$ cat config.mk
export PLATFORM = sky130hd
export DESIGN_NAME = midi_arpeggiator
export DESIGN_NICKNAME = d
export VERILOG_FILES = /design/src/ma_pkg.sv /design/src/ma_ram.sv /design/src/ma_ctrl.sv /design/src/midi_arpeggiator.sv
export SDC_FILE = /design/constraint.sdc
export NUM_CORES = 1
export LEC_CHECK = 0
export BUFFER_PORTS_ARGS = -buffer_cell sky130_fd_sc_hd__buf_2
export CORE_MARGIN = 2
export CORE_UTILIZATION = 45
export DETAILED_ROUTE_END_ITERATION = 6
export PLACE_DENSITY = 0.61
export SLEW_MARGIN = 30
export SYNTH_ARGS = -nofsm -noshare
export SYNTH_HDL_FRONTEND = slang
export SYNTH_SLANG_ARGS = --single-unit
export TNS_END_PERCENT = 100
$ cat constraint.sdc
create_clock -name clock -period 3.7 [get_ports clock]
set_input_delay 0.185 -clock clock [delete_from_list [all_inputs] [get_ports clock]]
set_output_delay 0.185 -clock clock [all_outputs]
set_load 0.02 [all_outputs]
$ cat src/ma_pkg.sv
package ma_pkg;

   // Capacity of the held-note list.
   localparam int MAX_HELD = 16;
   localparam int IDX_W    = $clog2(MAX_HELD);
   localparam int CNT_W    = $clog2(MAX_HELD + 1);
   localparam int REM_W    = CNT_W + 1;

   localparam int NOTE_W = 7;

   // Galois LFSR used for the random pattern.
   localparam int              LFSR_W    = 16;
   localparam int              BIT_W     = $clog2(LFSR_W);
   localparam logic [LFSR_W-1:0] LFSR_SEED = 16'hACE1;
   localparam logic [LFSR_W-1:0] LFSR_TAPS = 16'hB400;

   localparam logic MSG_OFF = 1'b0;
   localparam logic MSG_ON  = 1'b1;

   typedef enum logic [1:0] {
      REQ_NOTE_ON  = 2'd0,
      REQ_NOTE_OFF = 2'd1,
      REQ_TICK     = 2'd2,
      REQ_CLEAR    = 2'd3
   } ma_req_type;

   typedef enum logic [1:0] {
      PAT_UP       = 2'd0,
      PAT_DOWN     = 2'd1,
      PAT_PINGPONG = 2'd2,
      PAT_RANDOM   = 2'd3
   } ma_pat_type;

   typedef enum logic [3:0] {
      ST_IDLE,
      ST_INS_RD,
      ST_INS_CMP,
      ST_RM_RD,
      ST_RM_CMP,
      ST_TK_OFF,
      ST_TK_ON,
      ST_SR_RD,
      ST_SR_CMP,
      ST_SEL,
      ST_DIV,
      ST_RND_FIX,
      ST_PK_RD,
      ST_PK_WAIT
   } ma_state_type;

   // One outgoing MIDI message offered by the sequencer.
   typedef struct packed {
      logic              vld;
      logic              kind;
      logic [NOTE_W-1:0] note;
      logic              last;
   } ma_msg_type;

   // Write and read access to the held-note memory.
   typedef struct packed {
      logic              we;
      logic [IDX_W-1:0]  waddr;
      logic [NOTE_W-1:0] wdata;
      logic [IDX_W-1:0]  raddr;
   } ma_ram_req_type;

   // Sequencer status seen by the top level.
   typedef struct packed {
      logic             idle;
      logic [CNT_W-1:0] count;
   } ma_stat_type;

endpackage

$ cat src/ma_ram.sv
module ma_ram #(
   parameter int WIDTH = 8,
   parameter int DEPTH = 16,
   localparam int ADDR_W = $clog2(DEPTH)
) (
   input  logic              clock,
   input  logic              wr_en,
   input  logic [ADDR_W-1:0] wr_addr,
   input  logic [WIDTH-1:0]  wr_data,
   input  logic [ADDR_W-1:0] rd_addr,
   output logic [WIDTH-1:0]  rd_data
);

   logic [WIDTH-1:0] mem_ff [DEPTH];
   logic [WIDTH-1:0] rd_data_ff;

   always_ff @(posedge clock) begin
      if (wr_en) begin
         mem_ff[wr_addr] <= wr_data;
      end
      rd_data_ff <= mem_ff[rd_addr];
   end

   assign rd_data = rd_data_ff;

endmodule

$ cat src/ma_ctrl.sv
module ma_ctrl (
   input  logic                       clock,
   input  logic                       reset,
   input  logic                       req_valid,
   input  logic [1:0]                 req_type,
   input  logic [ma_pkg::NOTE_W-1:0]  req_note,
   input  logic                       csr_wr_en,
   input  logic [1:0]                 csr_wr_data,
   input  logic                       out_free,
   input  logic [ma_pkg::NOTE_W-1:0]  rd_data,
   output ma_pkg::ma_stat_type        stat,
   output ma_pkg::ma_msg_type         emit,
   output ma_pkg::ma_ram_req_type     ram_req
);

   import ma_pkg::*;

   ma_state_type      state_ff,    state_in;
   ma_pat_type        mode_ff,     mode_in;
   logic [CNT_W-1:0]  count_ff,    count_in;
   logic [NOTE_W-1:0] sounding_ff, sounding_in;
   logic [NOTE_W-1:0] pending_ff,  pending_in;
   logic              up_ff,       up_in;
   logic [LFSR_W-1:0] lfsr_ff,     lfsr_in;
   logic [NOTE_W-1:0] note_ff,     note_in;
   logic [CNT_W-1:0]  idx_ff,      idx_in;
   logic [CNT_W-1:0]  wr_ff,       wr_in;
   logic [CNT_W-1:0]  pos_ff,      pos_in;
   logic              found_ff,    found_in;
   logic [REM_W-1:0]  rem_ff,      rem_in;
   logic [BIT_W-1:0]  bit_ff,      bit_in;

   logic [CNT_W-1:0]  idx_m1, idx_p1, pos_m1, pos_p1, n_m1, rem_c, rem_p1;
   logic [REM_W-1:0]  rem_sh, n_ext;
   logic [LFSR_W-1:0] lfsr_step;

   assign idx_m1    = idx_ff - CNT_W'(1);
   assign idx_p1    = idx_ff + CNT_W'(1);
   assign pos_m1    = pos_ff - CNT_W'(1);
   assign pos_p1    = pos_ff + CNT_W'(1);
   assign n_m1      = count_ff - CNT_W'(1);
   assign n_ext     = {1'b0, count_ff};
   assign rem_sh    = {rem_ff[REM_W-2:0], lfsr_ff[bit_ff]};
   assign rem_c     = rem_ff[CNT_W-1:0];
   assign rem_p1    = rem_c + CNT_W'(1);
   assign lfsr_step = {1'b0, lfsr_ff[LFSR_W-1:1]} ^ (lfsr_ff[0] ? LFSR_TAPS : '0);

   assign stat.idle  = (state_ff == ST_IDLE);
   assign stat.count = count_ff;

   always_ff @(posedge clock) begin
      if (reset) begin
         state_ff    <= ST_IDLE;
         mode_ff     <= PAT_UP;
         count_ff    <= '0;
         sounding_ff <= '0;
         pending_ff  <= '0;
         up_ff       <= 1'b1;
         lfsr_ff     <= LFSR_SEED;
      end else begin
         state_ff    <= state_in;
         mode_ff     <= mode_in;
         count_ff    <= count_in;
         sounding_ff <= sounding_in;
         pending_ff  <= pending_in;
         up_ff       <= up_in;
         lfsr_ff     <= lfsr_in;
      end
      note_ff  <= note_in;
      idx_ff   <= idx_in;
      wr_ff    <= wr_in;
      pos_ff   <= pos_in;
      found_ff <= found_in;
      rem_ff   <= rem_in;
      bit_ff   <= bit_in;
   end

   always_comb begin
      state_in    = state_ff;
      mode_in     = mode_ff;
      count_in    = count_ff;
      sounding_in = sounding_ff;
      pending_in  = pending_ff;
      up_in       = up_ff;
      lfsr_in     = lfsr_ff;
      note_in     = note_ff;
      idx_in      = idx_ff;
      wr_in       = wr_ff;
      pos_in      = pos_ff;
      found_in    = found_ff;
      rem_in      = rem_ff;
      bit_in      = bit_ff;
      ram_req     = '0;
      emit        = '0;

      if (csr_wr_en) begin
         mode_in = ma_pat_type'(csr_wr_data);
      end

      unique case (state_ff)
         ST_IDLE: begin
            if (req_valid) begin
               unique case (ma_req_type'(req_type))
                  REQ_NOTE_ON: begin
                     if (req_note != '0) begin
                        if (pending_ff == '0) begin
                           pending_in = req_note;
                        end
                        if (count_ff < CNT_W'(MAX_HELD)) begin
                           note_in  = req_note;
                           idx_in   = count_ff;
                           state_in = ST_INS_RD;
                        end
                     end
                  end
                  REQ_NOTE_OFF: begin
                     if (req_note != '0) begin
                        note_in  = req_note;
                        idx_in   = '0;
                        wr_in    = '0;
                        state_in = ST_RM_RD;
                     end
                  end
                  REQ_TICK: begin
                     state_in = ST_TK_OFF;
                  end
                  REQ_CLEAR: begin
                     count_in    = '0;
                     sounding_in = '0;
                     pending_in  = '0;
                  end
               endcase
            end
         end

         // Insertion sort step: shift larger entries up by one slot.
         ST_INS_RD: begin
            if (idx_ff == '0) begin
               ram_req.we    = 1'b1;
               ram_req.waddr = idx_ff[IDX_W-1:0];
               ram_req.wdata = note_ff;
               count_in      = count_ff + CNT_W'(1);
               state_in      = ST_IDLE;
            end else begin
               ram_req.raddr = idx_m1[IDX_W-1:0];
               state_in      = ST_INS_CMP;
            end
         end
         ST_INS_CMP: begin
            ram_req.we    = 1'b1;
            ram_req.waddr = idx_ff[IDX_W-1:0];
            if (rd_data > note_ff) begin
               ram_req.wdata = rd_data;
               idx_in        = idx_m1;
               state_in      = ST_INS_RD;
            end else begin
               ram_req.wdata = note_ff;
               count_in      = count_ff + CNT_W'(1);
               state_in      = ST_IDLE;
            end
         end

         // Compaction: copy every entry that differs from the note downward.
         ST_RM_RD: begin
            if (idx_ff == count_ff) begin
               count_in = wr_ff;
               state_in = ST_IDLE;
            end else begin
               ram_req.raddr = idx_ff[IDX_W-1:0];
               state_in      = ST_RM_CMP;
            end
         end
         ST_RM_CMP: begin
            if (rd_data != note_ff) begin
               ram_req.we    = 1'b1;
               ram_req.waddr = wr_ff[IDX_W-1:0];
               ram_req.wdata = rd_data;
               wr_in         = wr_ff + CNT_W'(1);
            end
            idx_in   = idx_p1;
            state_in = ST_RM_RD;
         end

         ST_TK_OFF: begin
            if (sounding_ff != '0) begin
               emit.vld  = 1'b1;
               emit.kind = MSG_OFF;
               emit.note = sounding_ff;
               emit.last = (count_ff == '0);
            end
            if (sounding_ff == '0 || out_free) begin
               if (count_ff == '0) begin
                  sounding_in = '0;
                  pending_in  = '0;
                  state_in    = ST_IDLE;
               end else begin
                  state_in = ST_TK_ON;
               end
            end
         end
         ST_TK_ON: begin
            emit.vld  = 1'b1;
            emit.kind = MSG_ON;
            emit.note = pending_ff;
            emit.last = 1'b1;
            if (out_free) begin
               sounding_in = pending_ff;
               if (count_ff == CNT_W'(1)) begin
                  state_in = ST_IDLE;
               end else begin
                  idx_in   = '0;
                  found_in = 1'b0;
                  state_in = ST_SR_RD;
               end
            end
         end

         // Find the first copy of the sounding note.
         ST_SR_RD: begin
            if (idx_ff == count_ff) begin
               state_in = ST_SEL;
            end else begin
               ram_req.raddr = idx_ff[IDX_W-1:0];
               state_in      = ST_SR_CMP;
            end
         end
         ST_SR_CMP: begin
            if (rd_data == sounding_ff) begin
               pos_in   = idx_ff;
               found_in = 1'b1;
               state_in = ST_SEL;
            end else begin
               idx_in   = idx_p1;
               state_in = ST_SR_RD;
            end
         end

         ST_SEL: begin
            state_in = ST_PK_RD;
            unique case (mode_ff)
               PAT_UP: begin
                  idx_in = (found_ff && pos_p1 < count_ff) ? pos_p1 : '0;
               end
               PAT_DOWN: begin
                  idx_in = (found_ff && pos_ff != '0) ? pos_m1 : n_m1;
               end
               PAT_PINGPONG: begin
                  if (up_ff) begin
                     if (!found_ff) begin
                        idx_in = '0;
                     end else if (pos_p1 < count_ff) begin
                        idx_in = pos_p1;
                     end else begin
                        up_in  = 1'b0;
                        idx_in = pos_m1;
                     end
                  end else begin
                     if (found_ff && pos_ff != '0) begin
                        idx_in = pos_m1;
                     end else begin
                        up_in  = 1'b1;
                        idx_in = found_ff ? pos_p1 : '0;
                     end
                  end
               end
               PAT_RANDOM: begin
                  lfsr_in  = lfsr_step;
                  rem_in   = '0;
                  bit_in   = BIT_W'(LFSR_W - 1);
                  state_in = ST_DIV;
               end
            endcase
         end

         // Restoring remainder of the LFSR value by the list length, MSB first.
         ST_DIV: begin
            rem_in = (rem_sh >= n_ext) ? rem_sh - n_ext : rem_sh;
            bit_in = bit_ff - BIT_W'(1);
            if (bit_ff == '0) begin
               state_in = ST_RND_FIX;
            end
         end
         ST_RND_FIX: begin
            if (found_ff && rem_c == pos_ff) begin
               idx_in = (rem_p1 == count_ff) ? '0 : rem_p1;
            end else begin
               idx_in = rem_c;
            end
            state_in = ST_PK_RD;
         end

         ST_PK_RD: begin
            ram_req.raddr = idx_ff[IDX_W-1:0];
            state_in      = ST_PK_WAIT;
         end
         ST_PK_WAIT: begin
            pending_in = rd_data;
            state_in   = ST_IDLE;
         end

         default: begin
            state_in = ST_IDLE;
         end
      endcase
   end

endmodule

$ cat src/midi_arpeggiator.sv
// MIDI arpeggiator. The block holds up to MAX_HELD (16) notes in a sorted list kept in
// a memory with one write port and one registered read port; note-on items insert a
// copy, note-off items remove every copy, and clear items empty the list. Each metronome
// tick item produces a note-off for the sounding note (if any) and, while notes are held,
// a note-on for the pending note; the following pending note is then chosen by the
// pattern register (ascending, descending, ping-pong, or random from a 16-bit LFSR).
// Items are taken one at a time; each list step reads the memory and compares and writes
// in the state after that read, as the read port is registered. A note-on and a note-off
// walk the list, a clear needs no list walk, and a tick walks the list to find the
// sounding note, adds a bit-serial remainder and a repeat check in random mode, and
// stalls while the output register is full. A finished result waits in an output
// register, so the next item is accepted while it is still unread.
// The pattern register may only be written while the block is idle.
module midi_arpeggiator (
   input  logic                       clock,
   input  logic                       reset,
   input  logic                       req_valid,
   output logic                       req_ready,
   input  logic [1:0]                 req_type,
   input  logic [ma_pkg::NOTE_W-1:0]  req_note,
   output logic                       rsp_valid,
   input  logic                       rsp_ready,
   output logic                       rsp_msg_kind,
   output logic [ma_pkg::NOTE_W-1:0]  rsp_out_note,
   output logic                       rsp_last,
   input  logic                       csr_wr_en,
   input  logic [1:0]                 csr_wr_data
);

   import ma_pkg::*;

   ma_stat_type     stat;
   ma_msg_type      emit;
   ma_ram_req_type  ram_req;
   logic [NOTE_W-1:0] rd_data;
   logic            out_free;
   logic            push;

   logic              rsp_valid_ff, rsp_valid_in;
   logic              rsp_kind_ff;
   logic [NOTE_W-1:0] rsp_note_ff;
   logic              rsp_last_ff;

   // The sequencer walks the held-note list; each step issues one memory read and writes
   // back, where needed, in the state after that read, once the read data is back.
   ma_ctrl u_ctrl (
      .clock       (clock),
      .reset       (reset),
      .req_valid   (req_valid),
      .req_type    (req_type),
      .req_note    (req_note),
      .csr_wr_en   (csr_wr_en),
      .csr_wr_data (csr_wr_data),
      .out_free    (out_free),
      .rd_data     (rd_data),
      .stat        (stat),
      .emit        (emit),
      .ram_req     (ram_req)
   );

   ma_ram #(
      .WIDTH (NOTE_W),
      .DEPTH (MAX_HELD)
   ) u_notes (
      .clock   (clock),
      .wr_en   (ram_req.we),
      .wr_addr (ram_req.waddr),
      .wr_data (ram_req.wdata),
      .rd_addr (ram_req.raddr),
      .rd_data (rd_data)
   );

   assign req_ready = stat.idle;

   // The output register can take a new item when empty or when its item leaves now.
   assign out_free = !rsp_valid_ff || rsp_ready;
   assign push     = emit.vld && out_free;

   always_comb begin
      rsp_valid_in = rsp_valid_ff;
      if (push) begin
         rsp_valid_in = 1'b1;
      end else if (rsp_ready) begin
         rsp_valid_in = 1'b0;
      end
   end

   always_ff @(posedge clock) begin
      if (reset) begin
         rsp_valid_ff <= 1'b0;
      end else begin
         rsp_valid_ff <= rsp_valid_in;
      end
      if (push) begin
         rsp_kind_ff <= emit.kind;
         rsp_note_ff <= emit.note;
         rsp_last_ff <= emit.last;
      end
   end

   assign rsp_valid    = rsp_valid_ff;
   assign rsp_msg_kind = rsp_kind_ff;
   assign rsp_out_note = rsp_note_ff;
   assign rsp_last     = rsp_last_ff;

   // A note-on message is always the final item of its tick.
   a_on_is_last: assert property (@(posedge clock) disable iff (reset)
      (rsp_valid && rsp_msg_kind == MSG_ON) |-> rsp_last)
      else $error("note-on item without last flag");

   // Only tick items may lead to an offered message in the following cycle.
   a_no_msg_after_note: assert property (@(posedge clock) disable iff (reset)
      (req_valid && req_ready && req_type != REQ_TICK) |=> !emit.vld)
      else $error("message offered after a non-tick item");

   // The held count never exceeds the list capacity.
   a_count_bound: assert property (@(posedge clock) disable iff (reset)
      stat.count <= CNT_W'(MAX_HELD))
      else $error("held note count out of range");

   // A message is only offered while the sequencer is busy with a tick.
   a_emit_busy: assert property (@(posedge clock) disable iff (reset)
      emit.vld |-> !stat.idle)
      else $error("message offered while idle");

endmodule
==> results.ini <==
[outcome]
outcome = finished clean

[critical_path]
critical-path-max-stage-delay_ns = 0.54
path_max_fanout = 7
cp-end-kind = register
crit_required_ns = 3.96
cpMaxStageDelayCell = mux4_2
crit_arrival_ns = 3.64
cp-start-kind = register
worst-path-buf-inv = 1
worstPathCellList = mux4_2 > mux4_2 > inv_1 > ha_1 > fa_1 > nor2b_1 > o21ai_0 > nand2b_1 > and2_1 > nor2_1 > mux2i_1 > nor2_1
critical-path-top-delay-family = multiplexers
critPathKind = reg2reg

[yosys]
async_flop_share_pct = 0
syn_area_sq_mm = 0.01076
yosysSeqAreaShare_pct = 51.98
synthFlopType = edfxtp_1
ys_types = 71
synth_warnings = 0
synth_area_per_cell_sq_um = 10.95
synth_top_area_share_pct = 42.68
syn-num-nets = 1030
synth-edff-count = 153
synth_top_area_cell = edfxtp_1
netlist_instances = 983
synthTopCellsByArea = edfxtp_1 43%, dfxtp_1 9.3%, mux2i_1 7.3%
ys_seq_elements = 203

[cts]
root_buffer = clkbuf_16
cts_tree = done
post-cts-setup-buffers = 0
clock_sinks = 203
cts_buffer_depth = 3
clock_latency_ns = 0.50
htreeDepth = 1
path_clk_slew_ns = 0.06
cts_buffers = 22

[die]
die_area_sq_mm = 0.02517
core.rowCount = 56
core_sq_mm = 0.02347
io_pins = 27
start_util_pct = 45.86
die_y_microns = 158.7
die_w_microns = 158.7

[sta]
fmax_ghz = 0.2962
setup_tns_ns = 0
fin_crit_sh_pct = 91.26
hold_slack_ns = 0.09996
rsz0062_at_grt = no
period_minus_slack_ns = 3.377
worst_slew_pin_slew_ns = 0.8325
finalSetupViolCount = 0
drv_slew = 0
hold_viol_final = 0
fin_skew_ns = 0.01064
maxSlewHeadroom_pct = 44.50

[place]
place_area_sq_mm = 0.01138
dp.cells = 1316
port_buffers = 26
dp_hpwl_mm = 18.10
gp_congestion = 0.9079

[routing]
routed_wl_mm = 25.91
drtIter0Drc = 635
firstDrtPassIters = 5
vias = 7811
routed_via_density = 5.714
detail-route-antenna-nets = 0
drc = 0
wl_per_cell_microns = 18.96

[grt]
grt_antenna_before_repair = 0
grt_max_degree = 44
grt_first_pass_wirelength_mm = 40.90
track_usage_pct = 20.85
overflow = 0
first_global_vias = 7366

[layout]
area_growth_pct = 13.27
diodes = 0
fin_area_sq_mm = 0.01219
drive_above_1_share_pct = 12.60
fin_nets = 1079
fin_cells = 1367

[power]
ir_worst_vdd_mv = 0.5512
leakage_nw = 4.677
p_per_area_mw_per_mm2 = 714.3

[hold_path]
hp-class = in2reg

[run]
cap_viol_max_count = 0

power breakdown:
part / switching [mW] / total [mW] / internal (mW)
registers: 0.246 / 3.17 / 2.92
clock network: 0.890 / 2.12 / 1.23
logic: 2.06 / 3.42 / 1.36
registers in the layout, indices dropped and copies added (netlist names), 2 cells and up:
register            flops
u_notes.mem_ff        112
u_ctrl.lfsr_ff         16
rsp_out_note            7
u_ctrl.note_ff          7
u_ctrl.pending_ff       7
u_ctrl.sounding_ff      7
u_notes.rd_data         7
u_ctrl.count_ff         5
u_ctrl.idx_ff           5
u_ctrl.pos_ff           5
u_ctrl.rem_ff           5
u_ctrl.wr_ff            5
u_ctrl.bit_ff           4
u_ctrl.state_ff         4
u_ctrl.mode_ff          2
synth_stat cells, types with 7 or more instances:
library cell and instances:
a21o_1 11, xnor2_1 33, nand3_1 22, a211o_1 10, clkbuf_1 34, xor2_1 14
nand2_1 90, o22ai_1 8, mux2i_1 78, a21oi_1 43, nor2_1 82, a22oi_1 14
a22o_1 18, nor2b_1 9, inv_1 35, mux2_2 7, nor4_1 8, nand3b_1 7
a211oi_1 15, a31oi_1 9, buf_2 13, dfxtp_1 50, ha_1 30, edfxtp_1 153
o21ai_0 40, nand2b_1 13, and2_1 12, nor3_1 26
through the flow:
| step | power [mW] | utilization [%] | setup WS (ns) |
|---|---|---|---|
| final | 8.710 | 51.95 | 0.3234 |
| after global routing | 9.175 | 51.95 | 0.06057 |
| after CTS | 8.731 | 51.93 | 0.2964 |
| after detailed placement | 6.579 | 48.46 | 0.3054 |
| after global placement | 6.539 | 48.44 | 0.3456 |
| after floorplan | 5.605 | - | 0.4406 |
worst paths after layout:
path,start,to,slack (ns),depth (start not counted)
max,u_ctrl.bit_ff[0],u_ctrl.rem_ff[3],0.32,12
min,rsp_ready,rsp_valid,0.1,4
max reg2reg,u_ctrl.bit_ff[0],u_ctrl.rem_ff[3],0.32,12
min reg2reg,u_ctrl.lfsr_ff[10],u_ctrl.lfsr_ff[9],0.47,2
final cells by class:
type / instances / area, sq um
inverters: 35 / 131.4
clock inverters: 10 / 93.84
fillers: 2077 / 11280
well taps: 319 / 399.1
repair buffers: 80 / 575.6
flip-flops and latches: 203 / 5595
multi-input cells: 690 / 4787
clock buffers: 30 / 610.6
repair_timing:
| item | 4_1_cts | 5_1_grt |
|---|---|---|
| endpoints found under the hold margin | 9 | 0 |
| resized for setup | 0 | 0 |
| hold buffers | 11 | 0 |
per-layer routing:
metal  track usage, %  vias to the layer above  wire (microns)
li1                 -                     3763               -
met4            4.376                        0             425
met2            32.74                      196           11730
met5                0                        -               0
met1            30.89                     3818           12490
met3            2.831                       34            1266
tightest hold or removal path: stages:
cell     delay, ns
buf_2         0.07
nor2b_1       0.09
nor3_1        0.15
nor2_1        0.05
cell families after synthesis:
group / Yosys count / synth area share, %
muxes: 90 / 9.032
buffers and inverters: 90 / 3.824
and+or+nand+nor: 306 / 13.79
DFF: 203 / 51.98
xor gates and xnor gates: 47 / 3.824
AOI/OAI and AO/OA: 216 / 13.88
adders and majority gates: 31 / 3.673
cells in the final DEF, fill, tap and decap left out, types with 6 or more instances in the layout:
master / instances
xnor2_1: 33
nor3_1: 26
a21oi_1: 43
buf_4: 42
and2_1: 12
nand2_1: 90
nand3b_1: 7
inv_1: 35
ha_1: 30
nand2b_1: 13
a221oi_1: 6
mux2i_1: 78
o22ai_1: 8
edfxtp_1: 153
clkbuf_16: 22
dlygate4sd3_1: 11
nor2_1: 81
a22o_1: 18
buf_2: 26
a31oi_1: 9
nor4_1: 6
nand4_1: 6
a22oi_1: 14
a211o_1: 10
dfxtp_1: 50
o21a_1: 6
o21ai_0: 40
nor2b_1: 9
xor2_1: 14
a211oi_1: 15
a21o_1: 11
mux2_2: 7
nand3_1: 22
Power figures use the tool's default switching activity.
